**config.mk**
```make
export PLATFORM = sky130hd
export DESIGN_NAME = lcd_gram_window_writer
export DESIGN_NICKNAME = d
export VERILOG_FILES = /design/src/hdl/lgw_pkg.sv /design/src/hdl/lcd_gram_window_writer.sv /design/src/hdl/lgw_in_stage.sv /design/src/hdl/lgw_core.sv /design/src/hdl/lgw_out_stage.sv
export SDC_FILE = /design/constraint.sdc
export NUM_CORES = 1
export LEC_CHECK = 0
export BUFFER_PORTS_ARGS = -buffer_cell sky130_fd_sc_hd__buf_2
export CAP_MARGIN = 20
export CORE_ASPECT_RATIO = 0.6
export CORE_MARGIN = 2
export CORE_UTILIZATION = 30
export CTS_CLUSTER_DIAMETER = 120
export CTS_CLUSTER_SIZE = 28
export DETAILED_ROUTE_END_ITERATION = 8
export PLACE_DENSITY = 0.46
export SLEW_MARGIN = 40
export SYNTH_ARGS = -nofsm -noshare
export SYNTH_HDL_FRONTEND = slang
export SYNTH_SLANG_ARGS = --single-unit
```
**constraint.sdc**
```tcl
create_clock -name clk -period 5.52 [get_ports clk]
set_input_delay 0.276 -clock clk [delete_from_list [all_inputs] [get_ports clk]]
set_output_delay 0.276 -clock clk [all_outputs]
set_load 0.1 [all_outputs]
```
**src/hdl/lgw_pkg.sv**
```systemverilog
// lgw_pkg: shared types for the display window writer
// operation codes, input word and result word layouts
// no dependencies
package lgw_pkg;

    localparam int CoordW = 16;
    localparam int ColorW = 16;
    localparam int OpW    = 3;
    localparam int CodeW  = 8;

    typedef enum logic [OpW-1:0] {
        OP_CMD    = 3'd0,
        OP_DATA   = 3'd1,
        OP_WINDOW = 3'd2,
        OP_CURSOR = 3'd3,
        OP_PIXEL  = 3'd4
    } op_t;

    typedef struct packed {
        logic [OpW-1:0]    cmd;
        logic [CodeW-1:0]  cmd_code;
        logic [CoordW-1:0] in_x;
        logic [CoordW-1:0] in_y;
        logic [CoordW-1:0] win_width;
        logic [CoordW-1:0] win_height;
        logic [ColorW-1:0] pixel_value;
    } item_t;

    typedef struct packed {
        logic              pixel_valid;
        logic [CoordW-1:0] pixel_x;
        logic [CoordW-1:0] pixel_y;
        logic [ColorW-1:0] pixel_color;
    } result_t;

    typedef struct packed {
        logic advance;
        logic out_ready;
    } flow_t;

endpackage

```
**src/hdl/lcd_gram_window_writer.sv**
```systemverilog
// lcd_gram_window_writer: top level of the display memory write path
// depends on lgw_pkg, lgw_in_stage, lgw_core, lgw_out_stage
//
// Takes one operation word per clock while the output is not stalled and returns
// exactly one result word for each. The cursor, window and write mode update in
// lgw_core, so words may follow back to back; the input and result registers let
// a new word be taken while a finished result waits. Results with no pixel written
// carry all zeros.
module lcd_gram_window_writer
    import lgw_pkg::*;
#(
    parameter int PANEL_WIDTH    = 240,
    parameter int PANEL_HEIGHT   = 320,
    parameter int MEM_WRITE_CODE = 44
)
(
    input  logic        clk,
    input  logic        rst_n,
    input  logic        s_tvalid,
    output logic        s_tready,
    input  logic [87:0] s_tdata,  // cmd_code, in_x, in_y, win_width, win_height, pixel_value
    input  logic [2:0]  s_tuser,  // cmd
    output logic        m_tvalid,
    input  logic        m_tready,
    output logic [47:0] m_tdata,  // pixel_x, pixel_y, pixel_color
    output logic [0:0]  m_tuser   // pixel_valid
);

    item_t   s_item;
    item_t   item;
    flow_t   flow;
    result_t result;
    result_t m_result;
    logic    out_ready;

    assign s_item.cmd         = s_tuser;
    assign s_item.cmd_code    = s_tdata[7:0];
    assign s_item.in_x        = s_tdata[23:8];
    assign s_item.in_y        = s_tdata[39:24];
    assign s_item.win_width   = s_tdata[55:40];
    assign s_item.win_height  = s_tdata[71:56];
    assign s_item.pixel_value = s_tdata[87:72];

    lgw_in_stage u_in
    (
        .clk       (clk),
        .rst_n     (rst_n),
        .s_valid   (s_tvalid),
        .s_ready   (s_tready),
        .s_item    (s_item),
        .out_ready (out_ready),
        .flow      (flow),
        .item      (item)
    );

    lgw_core #(
        .PANEL_WIDTH    (PANEL_WIDTH),
        .PANEL_HEIGHT   (PANEL_HEIGHT),
        .MEM_WRITE_CODE (MEM_WRITE_CODE)
    ) u_core
    (
        .clk    (clk),
        .rst_n  (rst_n),
        .flow   (flow),
        .item   (item),
        .result (result)
    );

    lgw_out_stage u_out
    (
        .clk       (clk),
        .rst_n     (rst_n),
        .flow      (flow),
        .result    (result),
        .out_ready (out_ready),
        .m_valid   (m_tvalid),
        .m_ready   (m_tready),
        .m_result  (m_result)
    );

    assign m_tdata = {m_result.pixel_color, m_result.pixel_y, m_result.pixel_x};
    assign m_tuser = m_result.pixel_valid;

endmodule

```
**src/hdl/lgw_in_stage.sv**
```systemverilog
// lgw_in_stage: input register for operation words
// depends on lgw_pkg
module lgw_in_stage
    import lgw_pkg::*;
(
    input  logic  clk,
    input  logic  rst_n,
    input  logic  s_valid,
    output logic  s_ready,
    input  item_t s_item,
    input  logic  out_ready,
    output flow_t flow,
    output item_t item
);

    logic  in_valid_reg;
    logic  in_valid_next;
    item_t item_reg;
    logic  advance;

    assign advance       = in_valid_reg && out_ready;
    assign s_ready       = !in_valid_reg || advance;
    assign in_valid_next = (s_valid && s_ready) ? 1'b1 : (advance ? 1'b0 : in_valid_reg);

    always_ff @(posedge clk or negedge rst_n)
    begin
        if (!rst_n)
        begin
            in_valid_reg <= 1'b0;
        end
        else
        begin
            in_valid_reg <= in_valid_next;
        end
    end

    always_ff @(posedge clk)
    begin
        if (s_valid && s_ready)
        begin
            item_reg <= s_item;
        end
    end

    assign flow.advance   = advance;
    assign flow.out_ready = out_ready;
    assign item           = item_reg;

endmodule

```
**src/hdl/lgw_core.sv**
```systemverilog
// lgw_core: cursor, window and write mode state with the per-word update
// depends on lgw_pkg
module lgw_core
    import lgw_pkg::*;
#(
    parameter int PANEL_WIDTH    = 240,
    parameter int PANEL_HEIGHT   = 320,
    parameter int MEM_WRITE_CODE = 44
)
(
    input  logic    clk,
    input  logic    rst_n,
    input  flow_t   flow,
    input  item_t   item,
    output result_t result
);

    localparam logic [CoordW:0]   PanelW = (CoordW+1)'(PANEL_WIDTH);
    localparam logic [CoordW:0]   PanelH = (CoordW+1)'(PANEL_HEIGHT);
    localparam logic [CodeW-1:0]  MemWr  = CodeW'(MEM_WRITE_CODE);

    logic [CoordW-1:0] col_reg, col_next;
    logic [CoordW-1:0] row_reg, row_next;
    logic [CoordW-1:0] left_reg, left_next;
    logic [CoordW-1:0] top_reg, top_next;
    logic [CoordW-1:0] right_reg, right_next;
    logic [CoordW-1:0] bottom_reg, bottom_next;
    logic              mode_reg, mode_next;

    always_comb
    begin
        logic [CoordW:0]   xe;
        logic [CoordW:0]   ye;
        logic [CoordW-1:0] xc;
        logic [CoordW-1:0] yc;
        logic [CoordW-1:0] ccol;
        logic [CoordW-1:0] crow;
        logic [CoordW-1:0] col1;
        logic [CoordW-1:0] row1;
        logic              on_panel;
        logic              emit;

        col_next    = col_reg;
        row_next    = row_reg;
        left_next   = left_reg;
        top_next    = top_reg;
        right_next  = right_reg;
        bottom_next = bottom_reg;
        mode_next   = mode_reg;
        result      = '0;
        emit        = 1'b0;

        xe = {1'b0, item.in_x} + {1'b0, item.win_width};
        ye = {1'b0, item.in_y} + {1'b0, item.win_height};
        if (xe > PanelW)
        begin
            xe = PanelW;
        end
        if (ye > PanelH)
        begin
            ye = PanelH;
        end
        xc = ({1'b0, item.in_x} > PanelW) ? PanelW[CoordW-1:0] : item.in_x;
        yc = ({1'b0, item.in_y} > PanelH) ? PanelH[CoordW-1:0] : item.in_y;

        on_panel = ({1'b0, item.in_x} < PanelW) && ({1'b0, item.in_y} < PanelH);
        ccol = on_panel ? item.in_x : col_reg;
        crow = on_panel ? item.in_y : row_reg;

        case (op_t'(item.cmd))
            OP_CMD:
            begin
                mode_next = (item.cmd_code == MemWr);
            end
            OP_DATA:
            begin
                ccol = col_reg;
                crow = row_reg;
                emit = mode_reg;
            end
            OP_WINDOW:
            begin
                left_next   = xc;
                top_next    = yc;
                right_next  = xe[CoordW-1:0];
                bottom_next = ye[CoordW-1:0];
                if (({1'b0, xc} < PanelW) && ({1'b0, yc} < PanelH))
                begin
                    col_next = xc;
                    row_next = yc;
                end
            end
            OP_CURSOR:
            begin
                col_next = ccol;
                row_next = crow;
            end
            OP_PIXEL:
            begin
                mode_next = 1'b1;
                emit      = 1'b1;
            end
            default:
            begin
            end
        endcase

        // advance the cursor inside the window after a write
        col1 = ccol + 1'b1;
        row1 = crow + 1'b1;
        if (emit)
        begin
            result.pixel_valid = 1'b1;
            result.pixel_x     = ccol;
            result.pixel_y     = crow;
            result.pixel_color = item.pixel_value;
            if (col1 >= right_reg)
            begin
                col_next = left_reg;
                row_next = (row1 >= bottom_reg) ? top_reg : row1;
            end
            else
            begin
                col_next = col1;
                row_next = crow;
            end
        end
    end

    always_ff @(posedge clk or negedge rst_n)
    begin
        if (!rst_n)
        begin
            col_reg    <= '0;
            row_reg    <= '0;
            left_reg   <= '0;
            top_reg    <= '0;
            right_reg  <= '0;
            bottom_reg <= '0;
            mode_reg   <= 1'b0;
        end
        else if (flow.advance)
        begin
            col_reg    <= col_next;
            row_reg    <= row_next;
            left_reg   <= left_next;
            top_reg    <= top_next;
            right_reg  <= right_next;
            bottom_reg <= bottom_next;
            mode_reg   <= mode_next;
        end
    end

endmodule

```
**src/hdl/lgw_out_stage.sv**
```systemverilog
// lgw_out_stage: result register toward the output stream
// depends on lgw_pkg
module lgw_out_stage
    import lgw_pkg::*;
(
    input  logic    clk,
    input  logic    rst_n,
    input  flow_t   flow,
    input  result_t result,
    output logic    out_ready,
    output logic    m_valid,
    input  logic    m_ready,
    output result_t m_result
);

    logic    out_valid_reg;
    logic    out_valid_next;
    result_t result_reg;

    assign out_ready      = !out_valid_reg || m_ready;
    assign out_valid_next = flow.advance ? 1'b1 : (m_ready ? 1'b0 : out_valid_reg);

    always_ff @(posedge clk or negedge rst_n)
    begin
        if (!rst_n)
        begin
            out_valid_reg <= 1'b0;
        end
        else
        begin
            out_valid_reg <= out_valid_next;
        end
    end

    always_ff @(posedge clk)
    begin
        if (flow.advance && flow.out_ready)
        begin
            result_reg <= result;
        end
    end

    assign m_valid  = out_valid_reg;
    assign m_result = result_reg;

endmodule
```
==> results.yml, run 1 <==
status:
  status: "finished clean"
synth:
  seq_area_frac_synth_pct: 53.51
  synth_ff_type: "edfxtp_1"
  synth-xor-area-share_pct: 3.718
  synthCells: 1140
  synth_top_family_by_area: "simple AND/OR/NAND/NOR gates"
  synth.avg_cell_area_um2: 10.95
  ys_types: 78
  synthSimpleGateAreaFrac_pct: 16.53
  netlist_top_cells_count: "140 x edfxtp_1, 100 x nand2_1, 99 x dfrtp_1"
  muxShareOfSynthArea_pct: 3.588
  synth_top_area_share_pct: 33.67
  synthArstFlopShare_pct: 41.42
  synth_edf_count: 140
  synth_compound_area_share_pct: 12.33
  synth_largest_area_cell: "edfxtp_1"
  ys_seq_elements: 239
  synth.most_common_cell: "edfxtp_1"
  synthesis.area_um2: 12490
  synthTopCellsByArea: "edfxtp_1 34%, dfrtp_1 20%, ha_1 6.6%"
  yosysWarnings: 0
  mappedNetlistNets: 1303
  synth-adder-area-share_pct: 6.935
sta:
  skew_ns: 0.02587
  max_freq_mhz: 195.3
  relSlewSlack_pct: 46.08
  timing_hold_violations_final: 0
  rsz0062_at_grt: "no"
  setup_tns_ns: 0
  tightestPinTransition_ns: 0.8088
  setup_viol: 0
  period_needed_ns: 5.119
  period_share_pct: 92.74
  finalMaxSlewViolations: 0
place:
  port_buffers: 145
  place.gp.congestion: 0.8385
  place_area_um2: 14030
  place_hpwl_mm: 24.51
clocking:
  cts_root_buf: "clkbuf_16"
  path_clk_slew_ns: 0.12
  cts-buffers-inserted: 12
  insertion_delay_ns: 0.51
  cts_sinks: 239
  cts_tree: "built"
  cts_htree_levels: 1
  clockBufferDepth: 3
finish:
  final_area_um2: 15390
  fillCellCount: 4109
  area_growth_pct: 23.30
  layout.nets: 1550
  ff_latch_area_um2: 6681
  diodes: 0
  multiInputGateArea_um2: 5433
  drive_above_1_share_pct: 16.94
  largest_register_ff_count: 91
setup_path:
  crit_chain: "nor4_1, buf_4, and3_1, nand3_2, buf_6, mux2_2, ha_1, and4_1, nand2b_1, nor3_1, xnor2_1, nor2_1, ha_1, and4_1, a221oi_2, o31a_1, buf_4, mux2i_1, mux2i_1, a221o_1"
  cp-end-kind: "flop"
  worstSetupPathType: "reg -> reg"
  required_ns: 5.93
  slowest_delay_ns: 0.43
  crit_slowest_cell: "edfxtp_1"
  path_max_fanout: 29
  arrival_ns: 5.53
  cp-start-kind: "flop"
route:
  vias: 9470
  wl_met2_mm: 14.58
  via_per_inst: 4.849
  antenna_left: 0
  first_iter_violations: 611
  drt_first_pass_iters: 5
  wl_per_cell_um: 18.07
  route.met3.wl_mm: 1.428
  top_layer: "met4"
  wl_met1_mm: 18.92
  drc: 0
  wl_mm: 35.30
power_and_ir_drop:
  powerDensity_nw_per_um2: 316.3
  ir_drop_mv: 0.2062
  p_leak_nw: 6.596
global_routing:
  grt_max_degree: 68
  grt_pass1_vias: 9339
  antenna_found_initial: 0
  grt_first_pass_wirelength_mm: 55.19
  track_usage_pct: 16.31
  grt_overflow_total: 0
floorplanning:
  io-pin-count: 146
  die_h_um: 162.0
  start_util_pct: 30.66
  die_area_um2: 43320
  rows: 57
  core_region_area_um2: 40720
  die_w_um: 267.4
run:
  maxCapViolations: 0
worst_hold_path:
  hold_path_class: "in -> reg"
==> worst paths after layout <==
check,startpoint,to,slack (ns),cells after the start
setup / recovery,u_in.item[75]$_DFFE_PP_,u_core.row_reg[1]$_DFFE_PN0P_,0.40,20
hold / removal,m_tready,u_out.m_valid$_DFFE_PN0P_,0.05,3
setup reg to reg,u_in.item[75]$_DFFE_PP_,u_core.row_reg[1]$_DFFE_PN0P_,0.40,20
hold reg to reg,u_core.top_reg[0]$_DFFE_PN0P_,u_core.top_reg[0]$_DFFE_PN0P_,0.49,2
max in group asynchronous,rst_n,u_core.right_reg[4]$_DFFE_PN0P_,4.18,3
min in group asynchronous,rst_n,u_core.bottom_reg[1]$_DFFE_PN0P_,0.25,2
==> repair_timing <==
action	CTS	global route
resized for setup	0	6
setup endpoints to repair	0	10
buffers inserted	0	3
hold buffers	93	0
endpoints found under the hold margin	124	0
==> layer usage <==
metal	track usage, %	up-vias
li1	-	4657
met1	25.84	4592
met2	24.12	201
met3	2.001	20
met4	2.017	0
met5	0	-
==> cell type report <==
cell class | instances | area share, %
Clock inverter | 1 | 0.1057
Multi-Input combinational cell | 797 | 35.29
Clock buffer | 19 | 2.259
Tap cell | 560 | 4.551
Timing Repair Buffer | 282 | 13.05
Inverter | 55 | 1.341
Sequential cell | 239 | 43.40
==> stage by stage <==
step / instances / hold WS (ns) / power, mW / utilization (%) / worst slack (ns)
6_report: 1953 / 0.04789 / 4.869 / 37.80 / 0.4009
3_3_place_gp: 1837 / 0.2639 / 3.763 / 34.45 / 0.1739
5_1_grt: 1953 / 0.04109 / 5.152 / 37.80 / 0.04472
3_5_place_dp: 1837 / 0.2627 / 3.761 / 34.46 / 0.1575
4_1_cts: 1950 / 0.02617 / 4.908 / 37.64 / 0.1363
2_1_floorplan: 1140 / -0.01959 / 3.269 / - / 0.4057
==> cells by family after synthesis <==
kind of cell,after synthesis
adder cells (fa/ha/maj),68
flip-flops,239
AND/OR/NAND/NOR,407
multiplexers,44
buffers and inverters,104
AO/OA/AOI/OAI,225
XOR/XNOR,53
==> placed cells by master, fill, tap and decap left out, drive strengths merged, types with 6 or more instances in the layout <==
| cell type | count |
|---|---|
| buf | 189 |
| edfxtp | 140 |
| nand2 | 100 |
| dfrtp | 99 |
| nor2 | 96 |
| dlygate4sd3 | 93 |
| ha | 66 |
| inv | 56 |
| a21oi | 49 |
| o21ai | 49 |
| and2 | 39 |
| mux2i | 38 |
| nand3 | 36 |
| and3 | 33 |
| xor2 | 27 |
| xnor2 | 26 |
| nor3 | 22 |
| clkbuf | 19 |
| nand2b | 14 |
| o211ai | 13 |
| a31oi | 12 |
| a21o | 10 |
| or2 | 9 |
| a41oi | 9 |
| or3 | 8 |
| and4 | 8 |
| nor2b | 8 |
| a22oi | 8 |
| nor4 | 8 |
| nand4 | 7 |
| mux2 | 6 |
| a211o | 6 |
| o22ai | 6 |
| o21a | 6 |
| a211oi | 6 |
==> critical path: cells and delay by family, from the launching register on <==
family,cells,cell delay (ns)
fa+ha+maj,2,0.48
mux,3,0.58
simple gates,8,1.77
xor+xnor,1,0.17
buf+inv,3,0.68
compound gates,3,0.88
flops,1,0.43
==> power breakdown <==
part | switching [mW] | leakage (nW) | internal [mW]
Combinational | 1.00 | 3.77 | 0.621
Sequential | 0.126 | 2.65 | 2.05
Clock | 0.622 | 0.175 | 0.452
Total | 1.75 | 6.60 | 3.12
No activity file was read; power rests on OpenSTA's default activity.
==> run 2, diff against run 1 <==
Settings changed: PLACE_DENSITY 0.46 to 0.45, REMOVE_ABC_BUFFERS from default to 1, SETUP_SLACK_MARGIN from default to 0.4.
Clock period 5.52 ns to 5.15 ns, I/O delays scaled along.
==> run 2 against run 1 <==
- clock skew rose by 0.016 ns
- sequential share of layout area fell by 2.1 points
- first-iteration DRC count rose by 7.7%
- critical path type unchanged
- count of clock-buffer cells in the layout did not move
- largest cell class unchanged
==> results.yml, run 2 (synthesized netlist as in run 1, its figures left out) <==
clocking:
  cts-buffers-inserted: 12
  cts_sinks: 239
  cts_root_buf: "clkbuf_16"
  cts_tree: "built"
  cts_htree_levels: 1
  insertion_delay_ns: 0.53
  path_clk_slew_ns: 0.12
  clockBufferDepth: 3
sta:
  skew_ns: 0.04231
  relSlewSlack_pct: 40.65
  period_needed_ns: 4.678
  fin_ws_ns: 0.4718
  rsz0062_at_grt: "yes"
  timing_hold_violations_final: 0
  period_share_pct: 90.84
  setup_viol: 0
  whs_ns: 0.03840
  setup_tns_ns: 0
  tightestPinTransition_ns: 0.8881
  max_freq_mhz: 213.8
  finalMaxSlewViolations: 0
finish:
  largest_register_ff_count: 91
  multiInputGateArea_um2: 5781
  fin_util_pct: 39.73
  layout.nets: 1586
  diodes: 0
  final_common_cell: "buf_2"
  drive_above_1_share_pct: 22.53
  ff_latch_area_um2: 6681
  fillCellCount: 4009
  layout_common_cells: "144 x buf_2, 140 x edfxtp_1, 99 x dfrtp_1"
  final_area_um2: 16180
  area_growth_pct: 29.57
route:
  antenna_left: 0
  wl_mm: 36.95
  first_iter_violations: 658
  vias: 9803
  drt_first_pass_iters: 5
  wl_per_cell_um: 18.58
  drc: 0
  via_per_inst: 4.929
global_routing:
  grt_pass1_vias: 9761
  grt_max_degree: 56
  antenna_found_initial: 0
  track_usage_pct: 16.96
  grt_first_pass_wirelength_mm: 57.48
  grt_overflow_total: 0
place:
  place_ws_ns: -0.09808
  place_hpwl_mm: 25.31
  place_area_um2: 14200
  port_buffers: 145
  place.gp.congestion: 0.8585
power_and_ir_drop:
  p_leak_nw: 6.902
  powerDensity_nw_per_um2: 355.7
  ir_drop_mv: 0.2313
setup_path:
  cp-start-kind: "flop"
  arrival_ns: 5.09
  required_ns: 5.56
  path_max_fanout: 5
  r2r-start: "u_in.item[60]$_DFFE_PP_"
  crit_chain: "nor4_4, buf_4, and3_4, nand3_4, mux2i_2, inv_1, ha_2, and3_4, and2_4, mux2_4, and4_4, xnor2_2, nor2_1, ha_1, a21o_1, a21oi_2, o21ai_1, o21ai_2, buf_4, nand2_4, clkbuf_16, buf_4, a41oi_1, nor3_1"
  worstSetupPathType: "reg -> reg"
  crit_slowest_cell: "edfxtp_1"
  slowest_delay_ns: 0.46
  cpMostUsedCell: "buf_4"
  cp-end-kind: "flop"
  crit_start: "u_in.item[60]$_DFFE_PP_"
floorplanning:
  core_region_area_um2: 40720
  start_util_pct: 30.66
  die_area_um2: 43320
  die_h_um: 162.0
  die_w_um: 267.4
  io-pin-count: 146
  rows: 57
run:
  maxCapViolations: 0
worst_hold_path:
  hold_path_class: "in -> reg"
  min_from: "m_tready"
status:
  status: "finished clean"
run 2: metrics by stage:
stage	std cells	total power, mW
finish	1989	5.754
floorplan	1091	3.467
detailed placement	1849	4.115
global placement	1848	4.115
CTS	1970	5.510
global route	1989	6.061
run 2: worst paths after layout:
| path | slack [ns] | end | cells past startpoint |
|---|---|---|---|
| max in group asynchronous | 3.82 | u_core.right_reg[6]$_DFFE_PN0P_ | 3 |
| min | 0.04 | u_out.m_valid$_DFFE_PN0P_ | 3 |
| max reg2reg | 0.47 | u_core.row_reg[13]$_DFFE_PN0P_ | 24 |
| min reg2reg | 0.48 | u_core.left_reg[0]$_DFFE_PN0P_ | 2 |
| min in group asynchronous | 0.26 | u_core.bottom_reg[2]$_DFFE_PN0P_ | 2 |
| max | 0.47 | u_core.row_reg[13]$_DFFE_PN0P_ | 24 |
run 2: what timing repair did:
| item | in CTS | in global routing |
|---|---|---|
| pin swaps | 4 | 27 |
| cloned | 1 | 2 |
| resized for setup | 25 | 68 |
| setup endpoints to repair | 32 | 32 |
| buffers inserted | 7 | 17 |
| hold endpoints to repair | 136 | 0 |
| hold buffers | 93 | 0 |
run 2: power by group:
group	total, mW	leakage, nW	switching (mW)	internal (mW)
Combinational	2.26	4.08	1.22	1.04
Sequential	2.34	2.65	0.146	2.19
Clock	1.15	0.175	0.669	0.484
Total	5.75	6.90	2.04	3.72
run 2: layout make-up:
class	instances	share of cell area, %
Clock buffer	19	2.150
Clock inverter	1	0.1005
Inverter	55	1.276
Multi-Input combinational cell	797	35.73
Sequential cell	239	41.30
Tap cell	560	4.331
Timing Repair Buffer	318	15.11
run 2: worst max-delay path, delay by kind of cell, from the launching register on:
family | cells | cell delay (ns)
mux | 2 | 0.48
fa+ha+maj | 2 | 0.54
buf+inv | 5 | 0.72
simple gates | 9 | 1.38
flops | 1 | 0.46
compound gates | 5 | 0.83
xor+xnor | 1 | 0.14
run 2: routing by layer:
metal  share of wire, %  GRT usage (%)  vias to the layer above
met5                  0              0                        -
met4                1.0          2.273                        0
met3                3.8          1.956                       22
met2                 44          26.39                      172
met1                 51          25.81                     4885
li1                   -              -                     4724
==> run 3, diff against run 2 <==
Settings changed: CTS_CLUSTER_DIAMETER 120 to default, RECOVER_POWER from default to 25.
==> run 3 against run 2 <==
- first-iteration DRC count increased by 6.5%
- highest routed layer unchanged
- die area unchanged
- total power rose by 13%
- cell area grew 2.9%
- the run now ends with capacitance limit, slew limit left
- sequential cell count unchanged
- largest cell class unchanged
- clock skew down 0.028 ns
- core utilization is 1.2 points higher
- maximum frequency decreased by 0.12%
- sequential power about the same
- final cell count increased by 1.4%
- clock power rose by 61%
- worst setup slack lost 0.0056 ns
==> results.yml, run 3 (synthesized netlist as in run 1, its figures left out) <==
status:
  status: "finished with violations"
  violations: "capacitance limit, slew limit"
floorplanning:
  die_w_um: 267.4
  start_util_pct: 30.66
  die_h_um: 162.0
  rows: 57
  die_area_um2: 43320
  core_region_area_um2: 40720
  io-pin-count: 146
route:
  wl_per_cell_um: 18.58
  drt_first_pass_iters: 6
  wl_mm: 37.46
  drc: 0
  vias: 9955
  first_iter_violations: 701
  via_per_inst: 4.938
  antenna_left: 0
clocking:
  cts_tree: "built"
  path_clk_slew_ns: 0.07
  cts_htree_levels: 1
  cts-buffers-inserted: 26
  cts_root_buf: "clkbuf_16"
  cts_sinks: 239
  insertion_delay_ns: 0.56
  clockBufferDepth: 3
setup_path:
  slowest_delay_ns: 0.45
  r2r-start: "u_in.item[60]$_DFFE_PP_"
  arrival_ns: 5.13
  cp-start-kind: "flop"
  reg2reg_slack_ns: 0.47
  required_ns: 5.59
  crit_slowest_cell: "edfxtp_1"
  path_max_fanout: 10
  worstSetupPathType: "reg -> reg"
  cp-end-kind: "flop"
  r2r_cells: 21
  crit_chain: "nor4_4, buf_4, and3_4, nand3_4, buf_6, mux2_4, ha_4, and4_4, nand2b_4, buf_6, nor2_2, xnor2_1, nor2_1, ha_1, and4_4, o211ai_1, o31a_1, buf_4, bufbuf_16, o211a_1, nor4_1"
  r2r-end: "u_core.row_reg[11]$_DFFE_PN0P_"
place:
  port_buffers: 145
  place.gp.congestion: 0.8585
  dp.cells: 1849
  place_hpwl_mm: 25.31
  place_area_um2: 14200
power_and_ir_drop:
  powerDensity_nw_per_um2: 389.5
  p_leak_nw: 7.134
  ir_drop_mv: 0.2226
  total_power_mw: 6.485
worst_hold_path:
  hold_depth: 2
  hold-path-endpoint: "u_in.item[68]$_DFFE_PP_"
  min_from: "s_tdata[12]"
  hold_path_class: "in -> reg"
run:
  maxCapViolations: 1
finish:
  drive_above_1_share_pct: 23.28
  stdcell_count: 2016
  fillCellCount: 3982
  layout_common_cells: "140 x edfxtp_1, 138 x buf_2, 99 x dfrtp_1"
  final_common_cell: "edfxtp_1"
  area_growth_pct: 33.35
  layout.nets: 1601
  final_area_um2: 16650
  diodes: 0
  largest_register_ff_count: 91
sta:
  period_share_pct: 90.95
  max_freq_mhz: 213.5
  setup_tns_ns: 0
  skew_ns: 0.01465
  setup_viol: 0
  relSlewSlack_pct: -80.78
  rsz0062_at_grt: "yes"
  whs_ns: 0.4065
  period_needed_ns: 4.684
  finalMaxSlewViolations: 46
  timing_hold_violations_final: 0
  tightestPinTransition_ns: 2.712
global_routing:
  grt_overflow_total: 0
  antenna_found_initial: 0
  track_usage_pct: 17.24
  grt_first_pass_wirelength_mm: 58.39
  grt_max_degree: 56
  grt_pass1_vias: 9947
run 3: cell count changes in the layout (fill, tap and decap cells not counted), sizes merged:
cell         change
bufinv           +2
buf              -6
inv              -1
clkinvlp         +1
clkbuf          +17
clkinv          +13
dlygate4sd3      +1
run 3: per-stage QoR:
step                      utilization (%)  setup WS [ns]
after floorplan                         -         -1.107
after global placement              34.81        -0.1771
after detailed placement            34.87       -0.09808
after CTS                           39.64         0.4187
after global routing                40.89         0.2671
final                               40.89         0.4662
run 3: layout make-up:
cell class	instances	area, um2	area share, %
sequential	239	6681	40.13
multi-input combinational	797	5797	34.82
timing repair buffer	319	2452	14.73
tap	560	700.7	4.208
clock buffer	30	686.9	4.126
inverter	55	206.4	1.240
clock inverter	16	125.1	0.7515
run 3: metal layers:
metal / vias to the layer above / part of all wire [%] / GRT usage [%]
met2: 199 / 44 / 26.71
met4: 0 / 1.3 / 2.732
met5: - / 0 / 0
li1: 4770 / - / -
met3: 35 / 3.9 / 2.502
met1: 4951 / 51 / 25.85
run 3: worst max-delay path, delay by kind of cell (launching register included):
family | cells | cell delay [ns]
simple gates | 9 | 1.70
buf+inv | 5 | 0.90
compound gates | 3 | 0.60
fa+ha+maj | 2 | 0.45
flops | 1 | 0.45
mux | 1 | 0.32
xor+xnor | 1 | 0.17
run 3: how the worst max path moves through the flow:
stage / from / to / slack (ns) / cells after the start
6_report: u_in.item[60]$_DFFE_PP_ / u_core.row_reg[11]$_DFFE_PN0P_ / 0.47 / 21
2_1_floorplan: u_in.item[73]$_DFFE_PP_ / u_core.row_reg[6]$_DFFE_PN0P_ / -1.11 / 20
3_3_place_gp: u_in.item[60]$_DFFE_PP_ / u_core.row_reg[6]$_DFFE_PN0P_ / -0.18 / 21
4_1_cts: u_in.item[57]$_DFFE_PP_ / u_core.row_reg[6]$_DFFE_PN0P_ / 0.42 / 21
3_5_place_dp: u_in.item[60]$_DFFE_PP_ / u_core.row_reg[6]$_DFFE_PN0P_ / -0.1 / 21
5_1_grt: u_in.item[60]$_DFFE_PP_ / u_core.col_reg[14]$_DFFE_PN0P_ / 0.27 / 22
run 3: power breakdown:
group	internal [mW]	switching (mW)
clock	1.05	0.803
combinational	1.06	1.24
sequential	2.20	0.145
total	4.30	2.19
run 3: timing repair:
action,in CTS,in global routing
setup endpoints to repair,32,32
gates cloned,1,2
gates resized for setup,27,70
setup buffers,6,18
hold endpoints to repair,137,0
hold buffers,94,0
pin swaps,4,26
